`config.mk`:
```
export PLATFORM = sky130hd
export DESIGN_NAME = pwpb_mul
export DESIGN_NICKNAME = d
export VERILOG_FILES = /design/src/sv/assert_macros.svh /design/src/sv/pwpb_mul.sv
export SDC_FILE = /design/constraint.sdc
export NUM_CORES = 2
export LEC_CHECK = 0
export ABC_AREA = 1
export BUFFER_PORTS_ARGS = -buffer_cell sky130_fd_sc_hd__buf_2
export CAP_MARGIN = 0
export CORE_UTILIZATION = 50
export DETAILED_ROUTE_END_ITERATION = 10
export GPL_TIMING_DRIVEN = 0
export PLACE_DENSITY_LB_ADDON = 0.3
export SLEW_MARGIN = 40
export SYNTH_ARGS = -nofsm -noshare
export SYNTH_HDL_FRONTEND = slang
export SYNTH_SLANG_ARGS = --single-unit
```
`constraint.sdc`:
```
create_clock -name clk -period 8.1 [get_ports clk]
set_input_delay 0 -clock clk [delete_from_list [all_inputs] [get_ports clk]]
set_output_delay 0 -clock clk [all_outputs]
set_load 0.05 [all_outputs]
```
`src/sv/assert_macros.svh`:
```
// assertion helpers shared by the rtl
`ifndef ASSERT_MACROS_SVH
`define ASSERT_MACROS_SVH

// condition must hold at every clock edge out of reset
`define PWPB_ASSERT(name, cond, msg) \
  name: assert property (@(posedge clk) disable iff (!rst_n) (cond)) else $error(msg);

// condition one implies condition two on the same edge
`define PWPB_ASSERT_IMP(name, pre, post, msg) \
  name: assert property (@(posedge clk) disable iff (!rst_n) (pre) |-> (post)) else $error(msg);

`endif

```
`src/sv/pwpb_mul.sv`:
```
module pwpb_mul (
  input  logic               clk,
  input  logic signed [31:0] a,
  input  logic signed [31:0] b,
  output logic signed [63:0] prod
);

  logic signed [63:0] prod_r;

  always_ff @(posedge clk) begin
    prod_r <= a * b;
  end

  assign prod = prod_r;

endmodule

```
==> summary.md <==
| Metric | Value |
|---|---|
| Core area | 79260 µm² |
| Largest net degree at the start of global routing | 23 |
| RSZ-0062 raised after global routing | no |
| Vias in the first global route | 34303 |
| Multi-input logic area | between 30000 and 40000 µm² |
| Final setup vio count | 0 |
| # fillers | 7703 |
| WP data arrival | ~8.0 ns |
| Placed insts | around 6300 |
| Synth Register Bits | 64 |
| Flip-flop count of the largest register after layout | 64 |
| Starting Density | 50.73% |
| Syn nets | 6455 |
| Rows | 103 |
| IO Port Bufs | 128 |
| Nets | 6601 |
| Post-synth EDFFs | 0 |
| Via count | 32963 |
| Total Wirelength | 142200 µm |
| Commonest cells post-synth | 1692 x inv_1, 1504 x nand2_1, 1082 x fa_1, 192 x clkbuf_1, 184 x ha_1 |
| DIE AREA | 81550 µm² |
| Clk root buf | clkbuf_16 |
| Number of max-cap violations | 0 |
| GRT Total Usage | approximately 36% |
| Gate Count Post-Synth | 5124 |
| Non-filler cells, final | 6327 |
| Reg area | 1281 µm² |
| CP required | 8.32 ns |
| ANT nets after route | 0 |
| Top cell type's share of synthesized area | 53.88% |
| Crit path kind | in2reg |
| CTS Sinks | 64 |
| Worst Setup SP | b[10] |
| Async SR Flop Fraction | 0% |
| Worst Hold Class | in2reg |
| Final HPWL DP | around 130000 µm |
| Final Hold Vio Count | 0 |
| Fin crit share | 96.14% |
| Clk slew on worst S/H paths | 0.06 ns |
| Initial antenna violation count | 1 |
| Vias per cell | 5.210 |
| Chip Height | between 200 and 300 µm |
| DR DRC count | 0 |
| DR iter-0 viols | 3006 |
| Die width | around 290 µm |
| Setup TNS | 0 ns |
| CTS tree | built |
| Share of layout cells above drive strength 1 | between 5 and 6% |
| Crit. End Element | flip-flop |
| Slew HR | 35.69% |
| Pre-antenna DRT Iters | 8 |
| Synthesized area per cell | 7.846 µm² |
| Cell area after synthesis | 40200 µm² |
| Peak Freq | about 130 MHz |
| Area Growth Syn to Fin | 6.065% |
| DR WL/cell | 22.48 µm |
| Post-synth cell types | 27 |
| Crit start category | input port |
| Top cells by area, synth | fa_1 54%, inv_1 16%, nand2_1 14% |
| Slew Viols, Final | 0 |
| Total I/O pin count | approximately 130 |
| Status | finished clean |
| Critical Path Fanout Max | 11 |
| Most common cell in the synthesized netlist | inv_1 |
| H-tree Lvls | 3 |
| Max Buffers Root-to-Sink | 2 |
| Min Tclk post-route | 7.787 ns |
| Gp weighted congestion | 1.062 |
| First-pass GRT wire length | 215200 µm |
| Worst Tran Pin Value | a little under 1 ns |
| Sequential area share after synthesis | 3.187% |
| Post-synth top flop | dfxtp_1 |
| YS warnings | 0 |
| Total CTS buffers | 9 |
| CP endpoint | prod[56] |
| Total gr overflow | 0 |
| Synth area leader | fa_1 |
kinds of logic (layout without fill, tap and decap cells):
family | after synthesis | in the layout | synth area share, %
buffers and inverters | 1892 | 2043 | 17.66
other | 0 | 2 | 0
xor gates and xnor gates | 34 | 34 | 0.7407
and+or+nand+nor | 1773 | 1773 | 17.55
AOI/OAI and AO/OA | 95 | 95 | 1.260
DFF | 64 | 64 | 3.187
adders and majority gates | 1266 | 1266 | 59.60
critical path, stage by stage:
cell and delay [ns]:
buf_2 0.21, clkbuf_1 0.73, nand2_1 0.16, fa_1 0.62, fa_1 0.92, fa_1 0.48, inv_1 0.47, fa_1 0.55
fa_1 0.52, fa_1 0.50, inv_1 0.05, fa_1 0.49, fa_1 0.54, inv_1 0.05, ha_1 0.47, nand2_1 0.18
nor2_1 0.16, inv_1 0.08, nor2_1 0.26, nand2_1 0.15, nor3_2 0.12, nand2_1 0.09, nand3_1 0.09, nand2_1 0.10
per-layer routing:
metal	wire, µm	track usage, %	part of all wire [%]	up-vias
met1	54040	48.24	38	16494
met4	7411	15.03	5.2	2
met5	13	0	0.0091	-
met3	16960	9.657	12	376
li1	-	-	-	14246
met2	63820	56.44	45	1845
area by class of cell:
class | instances | area share [%]
Antenna cell | 2 | 0.01174
Buffer | 191 | 1.807
Clock buffer | 9 | 0.5281
Clock inverter | 7 | 0.2934
Inverter | 1700 | 14.97
Multi-Input combinational cell | 3168 | 74.63
Sequential cell | 64 | 3.005
Tap cell | 1050 | 3.081
Timing Repair Buffer | 136 | 1.667
layout by cell type (no fill, tap or decap), drive strengths merged, types with 31 or more instances in the layout:
cell type / synthesis / layout
a21oi: 63 / 63
buf: 0 / 135
clkbuf: 192 / 200
dfxtp: 64 / 64
fa: 1082 / 1082
ha: 184 / 184
inv: 1700 / 1702
nand2: 1525 / 1525
nand3: 79 / 79
nor2: 127 / 127
xor2: 31 / 31
how the worst min path moves through the flow:
stage / startpoint / end / slack (ns) / depth (start not counted)
after floorplan: b[0] / prod[0] / 0.1 / 2
after global placement: b[0] / prod[0] / 0.29 / 3
after detailed placement: b[0] / prod[0] / 0.30 / 3
after CTS: b[0] / prod[1] / 0.07 / 4
after global routing: b[0] / prod[1] / 0.07 / 4
final: b[0] / prod[1] / 0.06 / 4
through the flow:
stage               util [%]  setup slack (ns)  area [µm²]  hold WS (ns)
floorplan                  -             1.456       40200       0.09763
global placement       53.19           -0.4447       42160        0.2942
detailed placement     53.28           -0.4831       42230        0.2979
CTS                    53.74           0.07756       42590       0.06678
global route           53.80           0.04132       42640       0.06936
finish                 53.80            0.3128       42640       0.06287
repair_timing:
item / CTS / global route
setup endpoints to repair: 5 / 15
hold buffers: 1 / 0
pin swaps: 0 / 0
resized for setup: 1 / 2
buffers inserted: 0 / 4
endpoints found under the hold margin: 1 / 0
Power is not shown: default switching activity piles up to over one toggle a cycle in this logic, so the estimate is an artifact.
