--- config.mk ---
export PLATFORM = sky130hd
export DESIGN_NAME = pwpb_ram
export DESIGN_NICKNAME = d
export VERILOG_FILES = /design/src/sv/assert_macros.svh /design/src/sv/pwpb_ram.sv
export SDC_FILE = /design/constraint.sdc
export NUM_CORES = 1
export LEC_CHECK = 0
export BUFFER_PORTS_ARGS = -buffer_cell sky130_fd_sc_hd__buf_2
export CAP_MARGIN = 20
export CORE_MARGIN = 3
export CORE_UTILIZATION = 64
export DETAILED_ROUTE_END_ITERATION = 8
export PLACE_DENSITY_LB_ADDON = 0.12
export RECOVER_POWER = 25
export SETUP_SLACK_MARGIN = 0.2
export SYNTH_ARGS = -nofsm -noshare
export SYNTH_HDL_FRONTEND = slang
export SYNTH_SLANG_ARGS = --single-unit
--- constraint.sdc ---
create_clock -name clk -period 5.35 [get_ports clk]
set_input_delay 1.07 -clock clk [delete_from_list [all_inputs] [get_ports clk]]
set_output_delay 1.07 -clock clk [all_outputs]
set_load 0.02 [all_outputs]
--- src/sv/assert_macros.svh ---
// assertion helpers shared by the rtl
`ifndef ASSERT_MACROS_SVH
`define ASSERT_MACROS_SVH

// condition must hold at every clock edge out of reset
`define PWPB_ASSERT(name, cond, msg) \
  name: assert property (@(posedge clk) disable iff (!rst_n) (cond)) else $error(msg);

// condition one implies condition two on the same edge
`define PWPB_ASSERT_IMP(name, pre, post, msg) \
  name: assert property (@(posedge clk) disable iff (!rst_n) (pre) |-> (post)) else $error(msg);

`endif

--- src/sv/pwpb_ram.sv ---
module pwpb_ram #(
  parameter int WIDTH = 32,
  parameter int DEPTH = 8
) (
  input  logic                                  clk,
  input  logic                                  we,
  input  logic [(DEPTH > 1 ? $clog2(DEPTH) : 1)-1:0] waddr,
  input  logic [WIDTH-1:0]                      wdata,
  input  logic [(DEPTH > 1 ? $clog2(DEPTH) : 1)-1:0] raddr,
  output logic [WIDTH-1:0]                      rdata
);

  logic [WIDTH-1:0] mem_r [DEPTH];

  always_ff @(posedge clk) begin
    if (we) begin
      mem_r[waddr] <= wdata;
    end
    rdata <= mem_r[raddr];
  end

endmodule

==> summary.txt <==
Clock network
  • Maximum clock insertion buffer count: 3
  • Clock latency on the worst-skew pair: around 0.52 ns
  • Root buffer cell: sky130_fd_sc_hd__clkbuf_16
  • Post-CTS Setup Inserts: 0
  • CTS tree: built
  • Hold buffer count at CTS: 0
  • Number of gates given a new drive strength after cts: 0
  • Clock edge transition at the registers on the reported setup and hold paths: 0.06 ns
  • Number of clock sinks: roughly 290
  • Level count of the clock H-tree: 1
  • CTS Buf Count: 28

Die
  • DIE WIDTH: 134 um
  • Initial core utilization: 0.656
  • Overall die area: about 18000 um2
  • Vert. Die Dim: 134 um
  • I/O pins: slightly above 70
  • Area of the core: between 15000 and 20000 um2
  • Site row count: 46

STA
  • Count of endpoints failing setup in the final report: 0
  • Clock Skews: 0.00769 ns
  • Setup repair after global routing missed its margin: false
  • Highest attainable clock frequency: 0.420 GHz
  • Final number of max-transition violations: 0
  • Hold Vio Cnt, Final: 0
  • Slew Limit Headroom: 0.345
  • Setup Total Neg Slack: 0 ns
  • Slew at the pin closest to its max-slew limit: 0.983 ns
  • Fin crit period: 2.38 ns
  • Part of the cycle the worst path needs: 0.445

Drt
  • Vias after detailed routing: 4436
  • DRC marker count from the first detailed-route iteration: 301
  • Iteration count of the initial detailed-routing pass: 4
  • Final routed DRC violation total: 0
  • Post-detailed-route wirelength per cell: 24.1 um
  • Via density: 5.95
  • Total routed wirelength: 18000 um
  • Antenna violation net count after detailed routing: 0

Setup path
  • CP Class: input port to flip-flop
  • Startpoint kind of the worst setup timing path: input port
  • Path depth of the worst reg2reg path: 2
  • Reg-to-reg slack, setup: 4.03 ns
  • CP Data Required Time: between 5 and 6 ns
  • Arrival time of the worst setup path: 2.60 ns
  • CP Capture Type: flip-flop
  • CP Max Fanout: 23

GRT
  • Global-route wire length before repair: 27600 um
  • Overall global routing resource usage: 0.207
  • Largest net degree at the start of global routing: 65
  • Antenna violations before repair: 0
  • Grt ovf: 0
  • Number of global-route vias before repair: 4632

Synth
  • Dominant cells by area after synthesis: sky130_fd_sc_hd__edfxtp_1 73%, sky130_fd_sc_hd__mux4_1 10%, sky130_fd_sc_hd__dfxtp_1 6.1%
  • Syn Nets: 455
  • Number of register bits inferred by synthesis: 288
  • Post-synthesis instance area: 10500 um2
  • Yosys Warn Count: 0
  • Synth area leader: sky130_fd_sc_hd__edfxtp_1
  • Avg Synthesized Cell Area: approximately 25 um2
  • Share of synthesized area occupied by flip-flops and latches: 0.796
  • Number of cells produced by synthesis: around 420
  • Synth top area share: 0.734
  • Yosys cell types: 13

Power and ir drop
  • Sequential cell fraction of total power: 0.539
  • Design internal power: 3840 uW
  • Combinational group share of total power: 0.054
  • Power dissipated by switching net loads: 918 uW
  • Power density cells: 395 nW/um2
  • Power share of the clock group: 0.407
  • Leakage power of the design: 0.00407 uW
  • VDD IR-drop max: approximately 0.42 mV
  • Net switching share of the total power: 0.193

Finish
  • Layout overhead on the synthesized area: 15.1%
  • Layout fillers: 887
  • Fin nets: 549
  • Diode count: 0
  • Multi-input logic area: slightly above 2000 um2
  • Share of layout cells above drive strength 1: 0.315
  • Final standard cell count with taps included and fillers excluded: 746
  • Total area of sequential cells: 8330 um2

Run
  • Max-cap viol count: 0

Min path
  • Min-delay worst type: flip-flop to flip-flop
  • Number of cells on the worst hold path: 2

Run status
  • Status: completed

Placed design
  • Cell total after placement: 693
  • Routability cong.: 0.679
  • DP Wirelength: 9330 um
  • Port Buf Inserts: 71
==> critical path, stage by stage <==
cell                       delay, ns
sky130_fd_sc_hd__buf_2          0.10
sky130_fd_sc_hd__nand2b_1       0.30
sky130_fd_sc_hd__nor2_4         0.76
sky130_fd_sc_hd__buf_4          0.36
==> area by class of cell <==
type,instances,share of cell area
clock buffers,40,0.0670
clock inverters,11,0.0107
multi-input cells,109,0.171
flip-flops and latches,288,0.691
well taps,216,0.0224
repair buffers,82,0.0370
==> path summary, 6_finish.rpt <==
kind / from / to
worst max-delay path: waddr[2] / mem_r[3][11]$_DFFE_PP_
worst min-delay path: mem_r[7][23]$_DFFE_PP_ / rdata[23]$_DFF_P_
worst max register to register: mem_r[3][12]$_DFFE_PP_ / rdata[12]$_DFF_P_
worst min register to register: mem_r[7][23]$_DFFE_PP_ / rdata[23]$_DFF_P_
==> per-layer routing <==
metal / vias up / wire length (um) / global-route usage
met1: 2314 / 7750 / 0.305
li1: 1975 / - / -
met4: 0 / 368 / 0.0531
met3: 32 / 709 / 0.0319
met5: - / 0 / 0
met2: 115 / 9130 / 0.338
==> kinds of logic after synthesis <==
| kind of cell | count (synthesis) | synth area share |
|---|---|---|
| buf+inv | 18 | 0.0122 |
| flops | 288 | 0.796 |
| simple gates | 13 | 0.00562 |
| mux | 96 | 0.186 |
==> power groups by stage <==
stage               clock network, uW  logic [uW]  registers [uW]
global placement                    0         249            2610
detailed placement                  0         257            2610
CTS                              1970         259            2570
global route                     2060         275            2570
finish                           1940         256            2570
floorplan                           0         128            2640
==> cells in the mapped netlist <==
cell	n
sky130_fd_sc_hd__dfxtp_1	32
sky130_fd_sc_hd__nand2b_1	3
sky130_fd_sc_hd__nor2_1	6
sky130_fd_sc_hd__mux4_2	24
sky130_fd_sc_hd__edfxtp_1	256
sky130_fd_sc_hd__buf_1	4
sky130_fd_sc_hd__nand2_1	2
sky130_fd_sc_hd__mux2_2	32
sky130_fd_sc_hd__buf_6	7
sky130_fd_sc_hd__nor3_1	2
sky130_fd_sc_hd__buf_2	6
sky130_fd_sc_hd__clkbuf_1	1
sky130_fd_sc_hd__mux4_1	40
==> sequential cells by signal (all words and copies together) (netlist names) <==
| register | flops |
|---|---|
| rdata | 32 |
| mem_r | 256 |
==> cells in the final DEF (no fill, tap or decap) <==
cell type	netlist	final
sky130_fd_sc_hd__bufinv_16	0	3
sky130_fd_sc_hd__mux4_1	40	40
sky130_fd_sc_hd__edfxtp_1	256	256
sky130_fd_sc_hd__mux4_2	24	24
sky130_fd_sc_hd__nor2_4	0	6
sky130_fd_sc_hd__buf_12	0	1
sky130_fd_sc_hd__buf_4	0	10
sky130_fd_sc_hd__buf_16	0	1
sky130_fd_sc_hd__buf_2	6	48
sky130_fd_sc_hd__nor3_2	0	2
sky130_fd_sc_hd__clkinv_1	0	1
sky130_fd_sc_hd__clkinv_2	0	7
sky130_fd_sc_hd__dfxtp_1	32	32
sky130_fd_sc_hd__nand2b_1	3	3
sky130_fd_sc_hd__mux2_2	32	32
sky130_fd_sc_hd__nand2_1	2	2
sky130_fd_sc_hd__clkbuf_8	0	4
sky130_fd_sc_hd__clkbuf_1	1	29
sky130_fd_sc_hd__clkbuf_16	0	29
==> through the flow <==
step	cell area, um2	hold slack [ns]	util	worst slack, ns	total power (uW)
after floorplan	10500	0.641	-	1.43	2770
after global placement	11100	0.645	0.696	2.25	2850
after detailed placement	11100	0.656	0.696	2.22	2870
after CTS	12000	0.670	0.754	2.76	4800
after global routing	12000	0.691	0.756	2.89	4910
final	12000	0.670	0.756	2.97	4760
Note: power is estimated with default switching activity, not from simulation.
