### src/sv/assert_macros.svh
// assertion helpers shared by the rtl
`ifndef ASSERT_MACROS_SVH
`define ASSERT_MACROS_SVH

// condition must hold at every clock edge out of reset
`define PWPB_ASSERT(name, cond, msg) \
  name: assert property (@(posedge clk) disable iff (!rst_n) (cond)) else $error(msg);

// condition one implies condition two on the same edge
`define PWPB_ASSERT_IMP(name, pre, post, msg) \
  name: assert property (@(posedge clk) disable iff (!rst_n) (pre) |-> (post)) else $error(msg);

`endif

### src/sv/pwpb_pkg.sv
package pwpb_pkg;

  localparam logic [2:0] CMD_SET   = 3'd0;
  localparam logic [2:0] CMD_SCALE = 3'd1;
  localparam logic [2:0] CMD_ROT   = 3'd2;
  localparam logic [2:0] CMD_MOVE  = 3'd3;
  localparam logic [2:0] CMD_BLEND = 3'd4;

  localparam logic [15:0] ONE_W = 16'd32768;
  localparam logic signed [31:0] ONE_Q = 32'sd65536;
  localparam logic signed [31:0] ACC_MAX = 32'sd2147483647;

  localparam logic [5:0] SQRT_STEPS = 6'd32;
  localparam logic [5:0] DIV_STEPS  = 6'd49;

  typedef enum logic {
    RD_SQRT,
    RD_DIV
  } rd_mode_t;

  typedef struct packed {
    logic     start;
    rd_mode_t mode;
  } rd_req_t;

endpackage

### src/sv/pwpb_root_div.sv
module pwpb_root_div (
  input  logic              clk,
  input  logic              rst_n,
  input  pwpb_pkg::rd_req_t req,
  input  logic [63:0]       sq_in,
  input  logic [48:0]       num_in,
  input  logic [32:0]       den_in,
  output logic              done,
  output logic [48:0]       res
);

  import pwpb_pkg::*;

  logic     busy_r;
  logic     done_r;
  rd_mode_t mode_r;
  logic [5:0]  cnt_r;
  logic [63:0] acc_r;
  logic [63:0] res_r;
  logic [63:0] bit_r;

  logic [63:0] a_op;
  logic [63:0] b_op;
  logic [64:0] diff;
  logic        ge;

  // one shared trial subtract for both root and quotient digits
  always_comb begin
    if (mode_r == RD_SQRT) begin
      a_op = acc_r;
      b_op = res_r + bit_r;
    end else begin
      a_op = {acc_r[62:0], res_r[48]};
      b_op = bit_r;
    end
    diff = {1'b0, a_op} - {1'b0, b_op};
    ge   = !diff[64];
  end

  always_ff @(posedge clk) begin
    if (!rst_n) begin
      busy_r <= 1'b0;
      done_r <= 1'b0;
      mode_r <= RD_SQRT;
    end else begin
      done_r <= 1'b0;
      if (req.start) begin
        busy_r <= 1'b1;
        mode_r <= req.mode;
        if (req.mode == RD_SQRT) begin
          cnt_r <= SQRT_STEPS;
          acc_r <= sq_in;
          res_r <= 64'd0;
          bit_r <= 64'd1 << 62;
        end else begin
          cnt_r <= DIV_STEPS;
          acc_r <= 64'd0;
          res_r <= {15'd0, num_in};
          bit_r <= {31'd0, den_in};
        end
      end else if (busy_r) begin
        cnt_r <= cnt_r - 6'd1;
        if (cnt_r == 6'd1) begin
          busy_r <= 1'b0;
          done_r <= 1'b1;
        end
        if (mode_r == RD_SQRT) begin
          acc_r <= ge ? diff[63:0] : acc_r;
          res_r <= (res_r >> 1) + (ge ? bit_r : 64'd0);
          bit_r <= bit_r >> 2;
        end else begin
          acc_r <= ge ? diff[63:0] : a_op;
          res_r <= {res_r[62:0], ge};
        end
      end
    end
  end

  assign done = done_r;
  assign res  = res_r[48:0];

endmodule
### config.mk
export PLATFORM = sky130hd
export DESIGN_NAME = pwpb_root_div
export DESIGN_NICKNAME = d
export VERILOG_FILES = /design/src/sv/assert_macros.svh /design/src/sv/pwpb_pkg.sv /design/src/sv/pwpb_root_div.sv
export SDC_FILE = /design/constraint.sdc
export NUM_CORES = 1
export LEC_CHECK = 0
export BUFFER_PORTS_ARGS = -buffer_cell sky130_fd_sc_hd__buf_2
export CORE_ASPECT_RATIO = 0.75
export CORE_MARGIN = 3
export CORE_UTILIZATION = 40
export DETAILED_ROUTE_END_ITERATION = 7
export HOLD_SLACK_MARGIN = 0.02
export SLEW_MARGIN = 20
export SYNTH_ARGS = -nofsm -noshare
export SYNTH_HDL_FRONTEND = slang
export SYNTH_SLANG_ARGS = --single-unit
### constraint.sdc
create_clock -name clk -period 16.42 [get_ports clk]
set_clock_uncertainty 0.1 [all_clocks]
set_input_delay 3.284 -clock clk [delete_from_list [all_inputs] [get_ports clk]]
set_output_delay 3.284 -clock clk [all_outputs]
set_load 0.005 [all_outputs]
==> metrics.txt <==
DP HPWL=54100 um; final setup TNS=0 ns; fin crit period=9.57 ns; final hold vios=0; Sequential Power Share=24.5%; Setup Viol. Count Final=0; CP endpoint kind=register; multiplexer area fraction after synthesis=5.13%; area share of and/or/nand/nor cells after synthesis=17.7%; Switching Fraction=46.5%; die area=0.0531 mm^2; synth unique cells=89; CP required=16.55 ns; vias in the first global route=17608; Vias/cell=6.02; status=finished, final reports clean; total net switching power=0.00134 W; RePlAce Congestion=0.984; fill count=4947; synthesized flop and latch total=185; Post-synth EDFFs=182; largest net degree at the start of global routing=79; reg2reg path depth=36; total wire length=69800 um; clk_lat worst skew=0.48 ns; Ant. Diodes=0; root buffer cell=clkbuf_16; initial core utilization=40.9%; worst-margin pin slew=0.985 ns; Setup WS pre-CTS=7.05 ns; first-pass GRT wire length=107000 um; Post-Synth Adder-Cell Area=10.4%; clock share of power=14.9%; CTS tree=built; Die Wd=265 um; fin crit share=58.3%; TritonCTS buffer count=17; clock sink total=185; Leakage=8.87 nW; Die Y=200 um; crit path DAT=9.70 ns; type of the worst setup path=reg -> reg; Comb power frac=60.6%; Post-Synth XOR/XNOR Area=7.21%; Syn Nets=2768; layout cells sized above 1=14.5%; main combinational cell family by area after synthesis=compound AO/OA/AOI/OAI gates; Post-CTS Setup Bufs=0; Peak VDD IR=0.0715 mV; P_int=0.00155 W; Core Area=0.0492 mm^2; wire per inst=22.0 um; CP peak stage delay=0.61 ns; GRT Total Usage=25.8%; CTS clk-pin slew, worst paths=0.07 ns; antenna-violating nets left=0; Mean Syn Cell Area=8.22 um^2; fin nets=2821; max cap viols=0; H-tree levels=4; fin. max-slew vios=0; worst hold stages=1; First-pass DRT Iterations=6; post-synthesis sequential area ratio=27.4%; Area growth, synth to finish=8.21%; drt drc=0; Worst path most repeated cell=a21oi_1; Layout Utilization=44.3%; DR iter-0 viols=2354; Critical-path top delay cell=nor4_1; CTS Buffer Depth=2; worst slew margin relative to its limit=34.4%; ys async rst share=0%; ys flop type=edfxtp_1; Fmax=104 MHz; Final WS setup=6.85 ns; cts repair resizes=0; hold slack=0.381 ns; pwr dens=133 mW/mm^2; vias=19075; area of the mapped netlist=0.0202 mm^2; remaining global-route overflow=0; initial antenna violation count=0; Synth Instances=2453; Hold Path Class=reg -> reg; compound-cell area share of the yosys netlist=26.7%; Worst setup SP type=register; CP Max Fanout=51; hold_buf cts=0; RSZ-0062 raised after global routing=false; number of synthesis warnings=0; num rows=70; I/O pin cnt=200; PortBufs=199
-- sequential cells by signal (all words and copies together), names as in the netlist --
signal and count:
busy_r 1, res_r 64, acc_r 64, cnt_r 6
bit_r 48, mode_r 1, done 1
-- per-layer routing --
| layer | part of all wire [%] | up-vias | track usage [%] |
|---|---|---|---|
| met2 | 37 | 889 | 33.1 |
| met1 | 51 | 8968 | 42.0 |
| li1 | - | 9165 | - |
| met5 | 0 | - | 0 |
| met3 | 11 | 53 | 6.66 |
| met4 | 1.3 | 0 | 4.72 |
-- layout by cell type (no fill, tap or decap), types with 18 or more instances in the layout --
cell type	instances
nor3_1	40
nor2_1	191
a22oi_1	21
nand4_1	33
o21ai_0	216
nand2b_1	18
o21bai_1	37
xnor2_1	96
a21oi_1	231
buf_4	20
mux2i_1	28
xor2_1	70
buf_2	198
a211oi_1	24
nand2_1	277
a22o_1	38
mux2_2	67
inv_1	46
nand3_1	48
ha_1	162
and2_1	59
nor2b_1	34
a31oi_1	42
edfxtp_1	182
a21o_1	72
-- critical path, delay by kind of cell, from the launching register on --
family	cells	cell delay [ns]
DFF	1	0.38
xor gates and xnor gates	1	0.14
buffers and inverters	3	0.45
and+or+nand+nor	9	2.12
adders and majority gates	5	1.56
AOI/OAI and AO/OA	18	4.52
-- power groups by stage --
| stage | registers, W | logic [W] | clock network, W |
|---|---|---|---|
| after floorplan | 0.000671 | 0.00133 | 0 |
| after global placement | 0.000712 | 0.00171 | 0 |
| after detailed placement | 0.000713 | 0.00171 | 0 |
| after CTS | 0.000705 | 0.00172 | 0.000443 |
| after global routing | 0.000716 | 0.00194 | 0.000460 |
| final | 0.000708 | 0.00175 | 0.000432 |
-- metrics by stage --
step | cells | instance area [um^2] | total power [W]
2_1_floorplan | 2453 | 20200 | 0.00200
3_3_place_gp | 3135 | 21200 | 0.00242
3_5_place_dp | 3135 | 21200 | 0.00243
4_1_cts | 3167 | 21800 | 0.00287
5_1_grt | 3167 | 21800 | 0.00312
6_report | 3167 | 21800 | 0.00289
-- cells by family after synthesis --
kind of cell | count (synthesis)
fa+ha+maj | 165
flops | 185
mux | 95
simple gates | 771
compound gates | 838
xor+xnor | 166
buf+inv | 233
-- synthesized netlist by cell type, types with 10 or more instances --
library cell | n | share of area (%)
nand2_1 | 277 | 5.2
a21oi_1 | 231 | 5.7
o21ai_0 | 216 | 5.4
nor2_1 | 197 | 3.7
edfxtp_1 | 182 | 27
ha_1 | 162 | 10
clkbuf_1 | 101 | 1.9
xnor2_1 | 96 | 4.2
a21o_1 | 72 | 2.7
xor2_1 | 70 | 3.0
mux2_2 | 67 | 3.7
and2_1 | 59 | 1.8
buf_4 | 50 | 1.9
inv_1 | 48 | 0.89
nand3_1 | 48 | 1.2
a31oi_1 | 42 | 1.3
nor3_1 | 40 | 0.99
a22o_1 | 38 | 1.7
o21bai_1 | 37 | 1.4
nor2b_1 | 34 | 1.1
nand4_1 | 33 | 1.0
mux2i_1 | 28 | 1.4
a211oi_1 | 24 | 0.89
a22oi_1 | 21 | 0.78
nand2b_1 | 18 | 0.56
and3_1 | 17 | 0.53
buf_2 | 15 | 0.37
buf_1 | 14 | 0.26
o21a_1 | 14 | 0.52
o211ai_1 | 12 | 0.45
a31o_2 | 11 | 0.48
nor4_1 | 11 | 0.34
o21ai_1 | 11 | 0.27
or3_1 | 10 | 0.31
-- final timing paths --
path / from / endpoint / slack [ns]
setup reg to reg: res_r[0] / res_r[56] / 6.85
setup / recovery: res_r[0] / res_r[56] / 6.85
hold reg to reg: busy_r / done / 0.38
hold / removal: busy_r / done / 0.38
-- final cells by class --
class                           instances  area, um^2  share of cell area, %
Sequential cell                       185        5530                   25.4
Clock buffer                           19         433                   1.99
Inverter                               49         184                  0.843
Tap cell                              648         811                   3.72
Timing Repair Buffer                  218        1140                   5.23
Multi-Input combinational cell       2035       13600                   62.2
Clock inverter                         13         141                  0.648
Power figures use the tool's default switching activity.
